### config.mk
export PLATFORM = sky130hd
export DESIGN_NAME = record_stream_deframer_flat
export DESIGN_NICKNAME = d
export VERILOG_FILES = /design/src/rtl/rsd_pkg.sv /design/src/rtl/rsd_if.sv /design/src/rtl/record_stream_deframer.sv /design/src/flat_wrapper.sv
export VERILOG_INCLUDE_DIRS = /design/src /design/src/rtl
export SDC_FILE = /design/constraint.sdc
export NUM_CORES = 1
export LEC_CHECK = 0
export BUFFER_PORTS_ARGS = -buffer_cell sky130_fd_sc_hd__buf_4
export CAP_MARGIN = 20
export CORE_ASPECT_RATIO = 0.75
export CORE_MARGIN = 1.5
export CORE_UTILIZATION = 35
export CTS_CLUSTER_SIZE = 20
export DETAILED_ROUTE_END_ITERATION = 12
export PLACE_DENSITY = 0.62
export REMOVE_ABC_BUFFERS = 1
export SLEW_MARGIN = 25
export SYNTH_ARGS = -nofsm -noshare
export SYNTH_HDL_FRONTEND = slang
export SYNTH_SLANG_ARGS = --single-unit
### constraint.sdc
create_clock -name clk -period 16.9 [get_ports clk]
set_input_delay 0.845 -clock clk [delete_from_list [all_inputs] [get_ports clk]]
set_output_delay 0.845 -clock clk [all_outputs]
set_load 0.005 [all_outputs]
### src/rtl/record_stream_deframer_macros.svh
// Assertion macros shared by the record stream deframer RTL
`ifndef RECORD_STREAM_DEFRAMER_MACROS_SVH
`define RECORD_STREAM_DEFRAMER_MACROS_SVH

// check a condition at every clock edge out of reset
`define RSD_ASSERT_ALWAYS(label, cond, msg) \
  label: assert property (@(posedge clk) disable iff (!rst_n) (cond)) else $error(msg);

// check a consequence in the cycle after an antecedent
`define RSD_ASSERT_NEXT(label, ante, cons, msg) \
  label: assert property (@(posedge clk) disable iff (!rst_n) (ante) |=> (cons)) else $error(msg);

`endif

### src/rtl/rsd_pkg.sv
// Types and constants of the record stream deframer
package rsd_pkg;

  localparam int unsigned HC_W = 5;

  localparam logic [HC_W-1:0] TYPE_POS    = 5'd0;
  localparam logic [HC_W-1:0] STREAM_LAST = 5'd4;
  localparam logic [HC_W-1:0] SEQ_LAST    = 5'd12;
  localparam logic [HC_W-1:0] TS_LAST     = 5'd20;
  localparam logic [HC_W-1:0] HDR_LAST    = 5'd24;

  typedef enum logic [1:0] {
    KIND_PAYLOAD = 2'd0,
    KIND_RECORD  = 2'd1,
    KIND_STATUS  = 2'd2
  } kind_t;

  typedef enum logic [1:0] {
    ST_OK      = 2'd0,
    ST_TRUNC   = 2'd1,
    ST_PARTIAL = 2'd2
  } status_t;

  typedef struct packed {
    logic [7:0]  record_type;
    logic [31:0] source_id;
    logic [63:0] sequence_number;
    logic [63:0] stamp_ns;
    logic [31:0] payload_length;
  } hdr_t;

endpackage

### src/rtl/rsd_if.sv
// Valid/ready channel interfaces for the input and result words
interface rsd_in_if;
  logic       valid;
  logic       ready;
  logic [7:0] data_byte;
  logic       has_byte;
  logic       end_of_buffer;
  logic       consumer_stop;

  modport source(output valid, data_byte, has_byte, end_of_buffer, consumer_stop,
                 input ready);
  modport sink(input valid, data_byte, has_byte, end_of_buffer, consumer_stop,
               output ready);
endinterface

interface rsd_out_if import rsd_pkg::*; ();
  logic        valid;
  logic        ready;
  kind_t       kind;
  logic [7:0]  record_type;
  logic [31:0] source_id;
  logic [63:0] sequence_number;
  logic [63:0] stamp_ns;
  logic [31:0] payload_length;
  logic [7:0]  payload_byte;
  logic        payload_end;
  status_t     status;
  logic        last;

  modport source(output valid, kind, record_type, source_id, sequence_number,
                 stamp_ns, payload_length, payload_byte, payload_end, status, last,
                 input ready);
  modport sink(input valid, kind, record_type, source_id, sequence_number,
               stamp_ns, payload_length, payload_byte, payload_end, status, last,
               output ready);
endinterface

### src/rtl/record_stream_deframer.sv
// Record stream deframer top level: splits a byte stream into length-prefixed records
//
// One input word carries at most one buffer byte plus end-of-buffer and
// consumer-stop flags. Each record is a 25-byte big-endian header (type,
// stream id, sequence, timestamp, payload length) followed by the payload.
// Payload bytes come out as they arrive; a record-complete word carrying the
// header follows the last payload byte, or the header itself when the length
// is zero; an end-of-buffer word gives a status (ok, truncated payload,
// trailing partial header) and returns the parser to the start of a buffer.
// An input word is parsed in the cycle it is accepted and its results land in
// one result register that hands out one result word per cycle while the
// output is ready. A word that yields zero or one result is taken every cycle
// while the output is ready; a word that yields two or three results (last
// payload byte, record complete, status) holds the input while that register
// drains. The first result is valid in the cycle after the word is accepted.
`include "record_stream_deframer_macros.svh"

module record_stream_deframer import rsd_pkg::*; (
  input logic         clk,
  input logic         rst_n,
  rsd_in_if.sink      in_chan,
  rsd_out_if.source   out_chan
);

  // parser state
  logic [HC_W-1:0] header_count_r, header_count_nxt;
  hdr_t            held_r, held_nxt;
  logic [31:0]     payload_left_r, payload_left_nxt;
  logic            in_payload_r, in_payload_nxt;
  logic            stopped_r, stopped_nxt;

  // result register
  logic            pend_pay_r, pend_rec_r, pend_stat_r;
  logic            pend_pay_nxt, pend_rec_nxt, pend_stat_nxt;
  hdr_t            snap_r;
  logic [7:0]      pbyte_r;
  logic            pend_r;
  status_t         status_r;

  logic            stop_eff, take, in_fire, out_fire, out_valid_w, single;
  logic            new_pay, new_end, new_rec, new_stat;
  status_t         new_st;
  logic [1:0]      pend_cnt;
  logic [7:0]      b;
  logic            eob_fire, at_start;

  assign b           = in_chan.data_byte;
  assign out_valid_w = pend_pay_r | pend_rec_r | pend_stat_r;
  assign pend_cnt    = {1'b0, pend_pay_r} + {1'b0, pend_rec_r} + {1'b0, pend_stat_r};
  assign single      = (pend_cnt == 2'd1);
  assign out_fire    = out_valid_w && out_chan.ready;
  assign in_chan.ready = !out_valid_w || (out_chan.ready && single);
  assign in_fire     = in_chan.valid && in_chan.ready;
  assign eob_fire    = in_fire && in_chan.end_of_buffer;
  assign at_start    = !in_payload_r && !stopped_r && (header_count_r == '0);

  always_comb begin
    stop_eff         = stopped_r | in_chan.consumer_stop;
    take             = !stop_eff && in_chan.has_byte;
    header_count_nxt = header_count_r;
    held_nxt         = held_r;
    payload_left_nxt = payload_left_r;
    in_payload_nxt   = in_payload_r;
    stopped_nxt      = stop_eff;
    new_pay          = 1'b0;
    new_end          = 1'b0;
    new_rec          = 1'b0;
    new_stat         = in_chan.end_of_buffer;
    new_st           = ST_OK;

    if (take) begin
      if (in_payload_r) begin
        new_pay = 1'b1;
        new_end = (payload_left_r <= 32'd1);
        if (new_end) begin
          payload_left_nxt = 32'd0;
          in_payload_nxt   = 1'b0;
          new_rec          = 1'b1;
        end else begin
          payload_left_nxt = payload_left_r - 32'd1;
        end
      end else begin
        priority if (header_count_r == TYPE_POS) begin
          held_nxt.record_type = b;
        end else if (header_count_r <= STREAM_LAST) begin
          held_nxt.source_id = {held_r.source_id[23:0], b};
        end else if (header_count_r <= SEQ_LAST) begin
          held_nxt.sequence_number = {held_r.sequence_number[55:0], b};
        end else if (header_count_r <= TS_LAST) begin
          held_nxt.stamp_ns = {held_r.stamp_ns[55:0], b};
        end else begin
          held_nxt.payload_length = {held_r.payload_length[23:0], b};
        end
        if (header_count_r == HDR_LAST) begin
          header_count_nxt = '0;
          if (held_nxt.payload_length == 32'd0) begin
            new_rec = 1'b1;
          end else begin
            payload_left_nxt = held_nxt.payload_length;
            in_payload_nxt   = 1'b1;
          end
        end else begin
          header_count_nxt = header_count_r + 5'd1;
        end
      end
    end

    if (!stop_eff) begin
      if (in_payload_nxt) begin
        new_st = ST_TRUNC;
      end else if (header_count_nxt != '0) begin
        new_st = ST_PARTIAL;
      end
    end

    // return to start of buffer after the status
    if (in_chan.end_of_buffer) begin
      header_count_nxt = '0;
      payload_left_nxt = 32'd0;
      in_payload_nxt   = 1'b0;
      stopped_nxt      = 1'b0;
    end
  end

  always_comb begin
    pend_pay_nxt  = pend_pay_r;
    pend_rec_nxt  = pend_rec_r;
    pend_stat_nxt = pend_stat_r;
    if (out_fire) begin
      priority if (pend_pay_r) begin
        pend_pay_nxt = 1'b0;
      end else if (pend_rec_r) begin
        pend_rec_nxt = 1'b0;
      end else begin
        pend_stat_nxt = 1'b0;
      end
    end
    if (in_fire) begin
      pend_pay_nxt  = new_pay;
      pend_rec_nxt  = new_rec;
      pend_stat_nxt = new_stat;
    end
  end

  always_ff @(posedge clk) begin
    if (!rst_n) begin
      header_count_r <= '0;
      held_r         <= '0;
      payload_left_r <= 32'd0;
      in_payload_r   <= 1'b0;
      stopped_r      <= 1'b0;
      pend_pay_r     <= 1'b0;
      pend_rec_r     <= 1'b0;
      pend_stat_r    <= 1'b0;
    end else begin
      pend_pay_r  <= pend_pay_nxt;
      pend_rec_r  <= pend_rec_nxt;
      pend_stat_r <= pend_stat_nxt;
      if (in_fire) begin
        header_count_r <= header_count_nxt;
        held_r         <= in_chan.end_of_buffer ? '0 : held_nxt;
        payload_left_r <= payload_left_nxt;
        in_payload_r   <= in_payload_nxt;
        stopped_r      <= stopped_nxt;
      end
    end
  end

  always_ff @(posedge clk) begin
    if (in_fire) begin
      snap_r   <= held_nxt;
      pbyte_r  <= b;
      pend_r   <= new_end;
      status_r <= new_st;
    end
  end

  always_comb begin
    out_chan.valid = out_valid_w;
    out_chan.last  = single;
    priority if (pend_pay_r) begin
      out_chan.kind = KIND_PAYLOAD;
    end else if (pend_rec_r) begin
      out_chan.kind = KIND_RECORD;
    end else begin
      out_chan.kind = KIND_STATUS;
    end
    out_chan.record_type     = (pend_pay_r | pend_rec_r) ? snap_r.record_type : 8'd0;
    out_chan.source_id       = (pend_pay_r | pend_rec_r) ? snap_r.source_id : 32'd0;
    out_chan.sequence_number = (pend_pay_r | pend_rec_r) ? snap_r.sequence_number : 64'd0;
    out_chan.stamp_ns        = (pend_pay_r | pend_rec_r) ? snap_r.stamp_ns : 64'd0;
    out_chan.payload_length  = (pend_pay_r | pend_rec_r) ? snap_r.payload_length : 32'd0;
    out_chan.payload_byte    = pend_pay_r ? pbyte_r : 8'd0;
    out_chan.payload_end     = pend_pay_r & pend_r;
    out_chan.status          = (pend_pay_r | pend_rec_r) ? ST_OK : status_r;
  end

  `RSD_ASSERT_ALWAYS(a_hc_range, header_count_r <= HDR_LAST, "header count out of range")
  `RSD_ASSERT_ALWAYS(a_pay_no_hdr, !in_payload_r || (header_count_r == '0), "payload mid-header")
  `RSD_ASSERT_ALWAYS(a_pay_left, !in_payload_r || (payload_left_r != 32'd0), "empty payload run")
  `RSD_ASSERT_NEXT(a_eob_reset, eob_fire, at_start, "state kept after end")
  `RSD_ASSERT_NEXT(a_drain, out_fire && single && !in_fire, !out_valid_w, "result repeated")

endmodule
### src/flat_wrapper.sv
// flat-port wrapper written by rule: the top's interface ports become plain ports
module record_stream_deframer_flat import rsd_pkg::*;
  (clk, rst_n, in_chan_valid, in_chan_data_byte, in_chan_has_byte, in_chan_end_of_buffer, in_chan_consumer_stop, in_chan_ready, out_chan_valid, out_chan_kind, out_chan_record_type, out_chan_source_id, out_chan_sequence_number, out_chan_stamp_ns, out_chan_payload_length, out_chan_payload_byte, out_chan_payload_end, out_chan_status, out_chan_last, out_chan_ready);
  rsd_in_if in_chan_i ();
  rsd_out_if out_chan_i ();
  input logic clk;
  input logic rst_n;
  input wire logic [$bits(in_chan_i.valid)-1:0] in_chan_valid;
  input wire logic [$bits(in_chan_i.data_byte)-1:0] in_chan_data_byte;
  input wire logic [$bits(in_chan_i.has_byte)-1:0] in_chan_has_byte;
  input wire logic [$bits(in_chan_i.end_of_buffer)-1:0] in_chan_end_of_buffer;
  input wire logic [$bits(in_chan_i.consumer_stop)-1:0] in_chan_consumer_stop;
  output wire logic [$bits(in_chan_i.ready)-1:0] in_chan_ready;
  output wire logic [$bits(out_chan_i.valid)-1:0] out_chan_valid;
  output wire logic [$bits(out_chan_i.kind)-1:0] out_chan_kind;
  output wire logic [$bits(out_chan_i.record_type)-1:0] out_chan_record_type;
  output wire logic [$bits(out_chan_i.source_id)-1:0] out_chan_source_id;
  output wire logic [$bits(out_chan_i.sequence_number)-1:0] out_chan_sequence_number;
  output wire logic [$bits(out_chan_i.stamp_ns)-1:0] out_chan_stamp_ns;
  output wire logic [$bits(out_chan_i.payload_length)-1:0] out_chan_payload_length;
  output wire logic [$bits(out_chan_i.payload_byte)-1:0] out_chan_payload_byte;
  output wire logic [$bits(out_chan_i.payload_end)-1:0] out_chan_payload_end;
  output wire logic [$bits(out_chan_i.status)-1:0] out_chan_status;
  output wire logic [$bits(out_chan_i.last)-1:0] out_chan_last;
  input wire logic [$bits(out_chan_i.ready)-1:0] out_chan_ready;
  assign in_chan_i.valid = in_chan_valid;
  assign in_chan_i.data_byte = in_chan_data_byte;
  assign in_chan_i.has_byte = in_chan_has_byte;
  assign in_chan_i.end_of_buffer = in_chan_end_of_buffer;
  assign in_chan_i.consumer_stop = in_chan_consumer_stop;
  assign in_chan_ready = in_chan_i.ready;
  assign out_chan_valid = out_chan_i.valid;
  assign out_chan_kind = out_chan_i.kind;
  assign out_chan_record_type = out_chan_i.record_type;
  assign out_chan_source_id = out_chan_i.source_id;
  assign out_chan_sequence_number = out_chan_i.sequence_number;
  assign out_chan_stamp_ns = out_chan_i.stamp_ns;
  assign out_chan_payload_length = out_chan_i.payload_length;
  assign out_chan_payload_byte = out_chan_i.payload_byte;
  assign out_chan_payload_end = out_chan_i.payload_end;
  assign out_chan_status = out_chan_i.status;
  assign out_chan_last = out_chan_i.last;
  assign out_chan_i.ready = out_chan_ready;
  record_stream_deframer u_core (.clk(clk), .rst_n(rst_n), .in_chan(in_chan_i), .out_chan(out_chan_i));
endmodule
# After elaboration in Yosys (flattened, before gate mapping)
# Index checks and enable logic that the tools add are counted.
# totals
regBits	453
out_inout_bits	216
input_bits	15
word_cells	113
# op_classes
bitwise	4
n_eq_ne	5
order_cmp	4
n_addsub	4
n_reduce_logical	18
n_mux	57
# ops
op	count
200-bit two-way mux	3
192-bit two-way mux	3
32-bit two-way mux	10
64-bit two-way mux	4
160-bit two-way mux	1
96-bit two-way mux	1
32-bit by 1-bit less-or-equal comparator with 1-bit output (second input constant)	1
32-bit zero test	1
32-bit by 1-bit subtractor with 32-bit output (second input constant)	1
1-bit two-way mux	24
8-bit two-way mux	3
5-bit two-way mux	4
2-bit two-way mux	4
5-bit by 1-bit adder with 5-bit output (second input constant)	1
5-bit equality test (second input constant)	1
5-bit by 3-bit less-or-equal comparator with 1-bit output (second input constant)	1
5-bit by 4-bit less-or-equal comparator with 1-bit output (second input constant)	1
5-bit less-or-equal comparator (second input constant)	1
5-bit zero test	1
5-bit nonzero test	1
1-bit logical AND	4
2-bit != test (second input constant)	2
2-bit AND reduction	2
4-bit AND reduction	1
other kinds (12)	16

# Depth between registers and ports, before layout
# Gate-level depths: netlist (run 1).
# depth
ltp_word	13
ltp_mapped	10
ltp_nobuf	8

# Worst setup path after synthesis (run 1)
# Ideal clock, no wire load.
# synth_timing
kind	reg2reg
start	reg u_core.pend_pay_r
end	reg u_core.payload_left_r[6]
arrival_time_ps	8463
period_less_slack_ps	8588
required_time_ps	16775
slack_ps	8312
stages_incl_launch_ff	9
n_path_buf	1
setup_ps	125
cell_sequence	dfxtp_1 inv_1 fa_1 nand3b_1 a21bo_2 clkinv_1 buf_1 o221ai_1 o2bb2ai_1
# synth_between
elab_chain_cells	7
word_cells_on_any_way	10
cone_classes	add/sub (2); eq/ne (1); bitwise (2); reduce/logical (5)
# synth_lines
item	line	source
start, declared	record_stream_deframer.sv:33	logic pend_pay_r, pend_rec_r, pend_stat_r;
start signal, assigned	record_stream_deframer.sv:156	pend_pay_r <= pend_pay_nxt;
1-bit by 1-bit adder with 2-bit output	record_stream_deframer.sv:49	assign pend_cnt = {1'b0, pend_pay_r} + {1'b0, pend_rec_r} + {1'b0, pend_stat_r};
2-bit by 1-bit adder with 2-bit output	record_stream_deframer.sv:49	
2-bit by 1-bit equality test with 1-bit output	record_stream_deframer.sv:50	assign single = (pend_cnt == 2'd1);
1-bit logical AND	record_stream_deframer.sv:52	assign in_chan.ready = !out_valid_w || (out_chan.ready && single);
1-bit logical OR *	record_stream_deframer.sv:52	
1-bit logical AND *	record_stream_deframer.sv:53	assign in_fire = in_chan.valid && in_chan.ready;
net u_core.in_fire	record_stream_deframer.sv:40	logic stop_eff, take, in_fire, out_fire, out_valid_w, single;
4-bit AND reduction (no line) *	n/a	
end signal, assigned	record_stream_deframer.sv:162	payload_left_r <= payload_left_nxt;
end, declared	record_stream_deframer.sv:28	logic [31:0] payload_left_r, payload_left_nxt;
# Mark *: on every way through the listed nets, which the timed path passes. The rest lies on a longest branch.
# A chain may end at the register's enable or synchronous reset.

# Worst setup path after layout (run 1)
# layout_timing
start	reg u_core.pend_pay_r
end	reg u_core.payload_left_r[13]
# layout_between
elab_chain_cells	7
word_cells_on_any_way	10
cone_classes	add/sub (2); eq/ne (1); bitwise (2); reduce/logical (5)
# layout_lines
item	line
1-bit by 1-bit adder with 2-bit output	record_stream_deframer.sv:49
2-bit by 1-bit adder with 2-bit output	record_stream_deframer.sv:49
2-bit by 1-bit equality test with 1-bit output	record_stream_deframer.sv:50
1-bit logical AND	record_stream_deframer.sv:52
1-bit logical OR *	record_stream_deframer.sv:52
1-bit logical AND *	record_stream_deframer.sv:53
4-bit AND reduction (no line) *	n/a
# Mark *: on every way between the ends. The rest lies on a longest branch, timed or not.

==> results.ini, run 1 <==
[worst_setup_path]
cp_data_arrival_time_ns=5.04
path_max_fanout=90
cp.required_ns=17.40
crit_top_cell=buf_4
end_kind=flip-flop
crit_cells=10
crit_family=buffers and inverters
start_kind=flip-flop
max_stage_delay_ns=0.90
cp_cell_sequence=inv_1, fa_1, nand3b_1, a21bo_4, nor2_4, buf_4, buf_4, nand2_1, a21o_1, o22ai_1
slowest_stage=buf_4
reg2reg_depth=10
crit_buf_inv=3
worst-setup-path-type=reg -> reg

[cts]
cts_buffers=48
post_cts_buffers=0
cts_resized=0
cts_sinks=453
clk_latency_ns=0.60
cts_buffer_depth=3
hold_buffers=0
cts.htree.levels=2
clockRootBuffer=clkbuf_16
cts.clk_slew.worst_paths_ns=0.06
cts_tree=built

[min_path]
worstHoldPathCells=1
hold_path_class=reg -> reg

[layout]
syn_to_final_growth_pct=19.90
design_area_sq_um=24240
nets=1985
drive_above_1_share_pct=28.73
instances_no_fill=2786
n_fill_cell=5377

[floorplan]
num_rows=76
core_area_sq_um=57240
die-area_sq_um=59230
io_pins=231
die_y_um=211.1
initial_core_util_pct=35.31
die_w_um=280.5

[sta]
hold_viol_final=0
maxSlewHeadroom_pct=33.37
final.period_utilization_pct=26.86
tns_ns=0
final_max_slew_viol_count=0
setup_viol=0
fmax_ghz=0.2203
finalCriticalPeriod_ns=4.538
worst_pin_slew_ns=0.9995
worst_clock_skew_ns=0.02188
rsz0062_at_grt=false

[yosys]
seq_area_frac_synth_pct=55.31
synth-async-reset-ratio_pct=0
syn_avg_cell_area_sq_um=11.19
synth_area_sq_um=20220
yosysWarnings=0
synth_cells=1807
synth_edf_count=211
synth.distinct_cells=73
ys.flop_type=dfxtp_1
ys_ff_latch=453

[placement]
place_hpwl_mm=33.42
io_buffers=230
dpl_cell_area_sq_um=22600
gp_congestion=0.8858
placed_cells=2694

[detailed_routing]
ant_nets=0
dr.pass1.iters=6
wl_per_cell_um=19.61
wl_mm=54.64
remaining_drc_errors=0
drtIter0Drc=1331
vias=14960
avgViaCountPerCell=5.370

[power_and_ir_drop]
power_density_nw_per_um2=96.61
cellLeakagePower_uw=0.009002
peakVddDrop_mv=0.07991

[grt]
antenna_found_initial=4
grt_pass1_wl_mm=83.46
grt_pass1_vias=14110
track_usage_pct=17.91
grt_max_degree=205
grt_overflow=0

[run_status]
status=finished, final reports clean

[flow_run]
cap_viol_max_count=0

==> path summary, 6_finish.rpt <==
check                     startpoint                   endpoint  slack (ns)
setup / recovery   u_core.pend_pay_r  u_core.payload_left_r[13]       12.36
hold / removal    u_core.held_r[198]         u_core.held_r[198]        0.46
setup reg to reg   u_core.pend_pay_r  u_core.payload_left_r[13]       12.36
hold reg to reg   u_core.held_r[198]         u_core.held_r[198]        0.46
==> per-stage QoR <==
step	power [uW]	hold slack [ns]	setup WS, ns	util [%]
2_1_floorplan	1263	0.4350	5.506	-
3_5_place_dp	1306	0.4523	12.36	39.49
6_report	2342	0.4636	12.36	42.34
3_3_place_gp	1303	0.4416	12.44	39.47
5_1_grt	2424	0.4829	12.00	42.34
4_1_cts	2370	0.4660	12.34	42.26
==> layout make-up <==
type / count / area, sq um / area share [%]
clock buffers: 72 / 1406 / 5.802
diodes: 1 / 2.502 / 0.01032
well taps: 780 / 975.9 / 4.026
flip-flops and latches: 453 / 11180 / 46.13
clock inverters: 18 / 183.9 / 0.7588
repair buffers: 253 / 1939 / 8.001
multi-input cells: 1195 / 8486 / 35.01
inverters: 14 / 65.06 / 0.2684
==> layer usage <==
metal,vias up,share of wire [%],global-route usage (%),wire length (um)
li1,6982,-,-,-
met2,475,44,27.09,24030
met5,-,0.042,0,23
met4,4,2.7,5.685,1466
met3,102,6.8,3.694,3693
met1,7398,47,25.53,25430
==> state kept, by name, indices dropped and copies added, names as in the netlist <==
name / flops
u_core.held_r: 200
u_core.snap_r: 200
u_core.payload_left_r: 32
u_core.pbyte_r: 8
u_core.header_count_r: 5
u_core.status_r: 2
u_core.in_payload_r: 1
u_core.pend_pay_r: 1
u_core.pend_r: 1
u_core.pend_rec_r: 1
u_core.pend_stat_r: 1
u_core.stopped_r: 1
==> cell families (layout without fill, tap and decap cells) <==
kind of cell / count (synthesis) / after routing / share of synthesized area, %
xor+xnor: 2 / 2 / 0.08667
mux: 206 / 206 / 11.44
fa+ha+maj: 5 / 5 / 0.3466
flops: 453 / 453 / 55.31
other cells: 0 / 1 / 0
compound gates: 364 / 364 / 13.99
buf+inv: 159 / 357 / 3.200
simple gates: 618 / 618 / 15.63
==> cells in the final DEF (no fill, tap or decap), types with 40 or more instances in the layout <==
cell type / Yosys / final
nor2_1: 206 / 203
a32o_1: 40 / 40
mux2_2: 196 / 196
a22oi_1: 161 / 161
clkbuf_16: 0 / 49
dfxtp_1: 242 / 242
buf_4: 0 / 249
nand2_1: 110 / 109
nor2b_1: 204 / 204
edfxtp_1: 211 / 211
a21oi_1: 43 / 43
==> report_power, final <==
part / leakage (uW) / total, uW / internal (uW) / switching [uW]
combinational: 0.00413 / 102 / 24.0 / 77.7
clock: 0.000791 / 1060 / 610 / 449
sequential: 0.00409 / 1180 / 1170 / 7.44
total: 0.00900 / 2340 / 1810 / 534
==> synth_stat cells, types with 17 or more instances <==
library cell	instances	area share, %
clkbuf_1	108	2.0
a32o_1	40	2.0
dfxtp_1	242	24
a21oi_1	43	1.1
edfxtp_1	211	31
a22oi_1	161	6.0
buf_2	28	0.69
a31oi_1	17	0.53
nand2_1	110	2.0
o22ai_1	18	0.56
nor2b_1	204	6.3
nor2_1	206	3.8
mux2_2	196	11
Power figures use the tool's default switching activity.
==> run 2: changes to the inputs <==
==> constraint.sdc (replaced) <==
create_clock -name clk -period 4.6 [get_ports clk]
set_input_delay 0.23 -clock clk [delete_from_list [all_inputs] [get_ports clk]]
set_output_delay 0.23 -clock clk [all_outputs]
set_load 0.005 [all_outputs]
==> results.ini, run 2 (synthesized netlist as in run 1, its figures left out) <==
[placement]
place_ws_ns=1.041  ; -11.32 ns
gp_congestion=0.8845  ; -0.15%
io_buffers=230  ; unchanged
place_hpwl_mm=33.90  ; +1.4%
placed_cells=2703  ; +0.33%

[cts]
cts.clk_slew.worst_paths_ns=0.06  ; about the same
cts_tree=built
cts_buffers=47  ; -2.1%
clk_latency_ns=0.58  ; -0.02 ns
cts_sinks=453  ; unchanged
cts_buffer_depth=3  ; unchanged
cts.htree.levels=2  ; unchanged
clockRootBuffer=clkbuf_16

[grt]
track_usage_pct=17.85  ; -0.052 points
grt_max_degree=147  ; -28%
grt_pass1_wl_mm=83.37  ; -0.12%
grt_pass1_vias=14150  ; +0.26%
antenna_found_initial=3  ; -1
grt_overflow=0  ; unchanged

[sta]
setup_viol=0  ; unchanged
fmax_ghz=0.2785  ; +26%
timing.hold.ws_ns=0.05328  ; -0.4103 ns
worst_clock_skew_ns=0.01410  ; -0.007777 ns
final_max_slew_viol_count=0  ; unchanged
finalCriticalPeriod_ns=3.590  ; -0.9482 ns
worst_pin_slew_ns=1.033  ; +0.03359 ns
maxSlewHeadroom_pct=30.96  ; -2.4 points
final.period_utilization_pct=78.05  ; +51 points
rsz0062_at_grt=false
fin_ws_ns=1.010  ; -11.35 ns
hold_viol_final=0  ; unchanged

[floorplan]
die-area_sq_um=59230  ; unchanged
io_pins=231  ; unchanged
die_y_um=211.1  ; unchanged
initial_core_util_pct=35.31  ; unchanged
die_w_um=280.5  ; unchanged
core_area_sq_um=57240  ; unchanged
num_rows=76  ; unchanged

[worst_setup_path]
worst-setup-path-type=reg -> reg
cp.required_ns=5.03  ; -12.37 ns
slowest_stage=dfxtp_1
crit_top_cell=buf_12
crit_family=buffers and inverters
max_stage_delay_ns=0.66  ; -0.24 ns
setup.worst_path.start=u_core.pend_pay_r
start_kind=flip-flop
cp_cell_sequence=inv_1, fa_1, nand3b_1, a21bo_4, buf_12, nor2_4, buf_12, a22oi_1, nor2_1
r2r_start=u_core.pend_pay_r
cp_data_arrival_time_ns=4.02  ; -1.02 ns
crit_buf_inv=3  ; unchanged
end_kind=flip-flop
path_max_fanout=146  ; +62%

[detailed_routing]
remaining_drc_errors=0  ; unchanged
dr.pass1.iters=5  ; -1
vias=14950  ; -0.10%
ant_nets=0  ; unchanged
wl_mm=54.80  ; +0.29%
avgViaCountPerCell=5.344  ; -0.49%
wl_per_cell_um=19.59  ; -0.10%
drtIter0Drc=1296  ; -2.6%

[layout]
n_fill_cell=5445  ; +1.3%
largestRegisters=u_core.held_r (200), u_core.snap_r (200), u_core.payload_left_r (32)
syn_to_final_growth_pct=20.56
drive_above_1_share_pct=28.61  ; -0.12 points
layout_common_cells=buf_4 (254), dfxtp_1 (242), edfxtp_1 (211)
final_common_cell=buf_4
diodes=0  ; -1
nets=2000  ; +0.76%
instances_no_fill=2797  ; +0.39%

[power_and_ir_drop]
p_seq_share_pct=50.5  ; about the same
peakVddDrop_mv=0.2267  ; +180%
p_clk_share_pct=45.0  ; -0.2 points
p_sw_uw=1962  ; +270%
power_frac_comb_pct=4.4  ; about the same
power_density_nw_per_um2=352.2  ; +260%
swShare_pct=22.86  ; +0.064 points
p_int_uw=6622  ; +270%
cellLeakagePower_uw=0.009044  ; +0.47%

[flow_run]
cap_viol_max_count=0  ; unchanged

[min_path]
hold_start=in_chan_data_byte[2]
hold_path_class=in -> reg

[run_status]
status=finished, final reports clean

==> run 2: cell types whose count changed in the layout (fill, tap and decap cells not counted), sizes merged <==
| cell | change |
|---|---|
| bufinv | +3 |
| diode | -1 |
| buf | +8 |
| clkinv | +2 |
| dlygate4sd3 | +8 |
| inv | +1 |
| clkbuf | -16 |
| clkinvlp | +6 |
==> run 2: power by group through the flow <==
stage               clock [uW]  sequential, uW  combinational [uW]
floorplan                    0            4430                 208
global placement             0            4420                 372
detailed placement           0            4430                 376
CTS                       3950            4340                 384
global route              4100            4350                 408
finish                    3860            4340                 380
==> run 2: path summary, 6_finish.rpt <==
check,endpoint,slack [ns],depth (start not counted)
hold / removal,u_core.pbyte_r[2],0.05,1
setup reg to reg,u_core.held_r[87],1.01,9
hold reg to reg,u_core.held_r[194],0.46,1
setup / recovery,u_core.held_r[87],1.01,9
==> run 2: timing repair <==
item	4_1_cts	5_1_grt
hold buffers	8	0
gates resized for setup	0	0
endpoints found under the hold margin	10	0
setup buffers	0	0
==> run 2: per-stage QoR <==
step | util [%] | setup TNS (ns) | total power, uW | area (sq um)
after detailed placement | 39.74 | 0 | 4802 | 22750
after CTS | 42.58 | 0 | 8677 | 24370
after floorplan | - | -2652.44 | 4641 | 19620
after global routing | 42.58 | 0 | 8859 | 24370
after global placement | 39.69 | 0 | 4796 | 22720
final | 42.58 | 0 | 8584 | 24370
==> run 2: layout make-up <==
| cell class | count | area [sq um] | share of cell area, % |
|---|---|---|---|
| flip-flops and latches | 453 | 11180 | 45.87 |
| multi-input cells | 1195 | 8478 | 34.79 |
| repair buffers | 269 | 2127 | 8.727 |
| clock buffers | 56 | 1240 | 5.088 |
| well taps | 780 | 975.9 | 4.004 |
| clock inverters | 30 | 305.3 | 1.253 |
| inverters | 14 | 65.06 | 0.2670 |
==> run 2: metal layers <==
layer | vias to the layer above | track usage (%) | share of wire [%]
met2 | 475 | 26.82 | 44
li1 | 6997 | - | -
met5 | - | 0 | 0.018
met1 | 7391 | 25.87 | 47
met3 | 81 | 3.429 | 6.4
met4 | 2 | 5.443 | 2.4
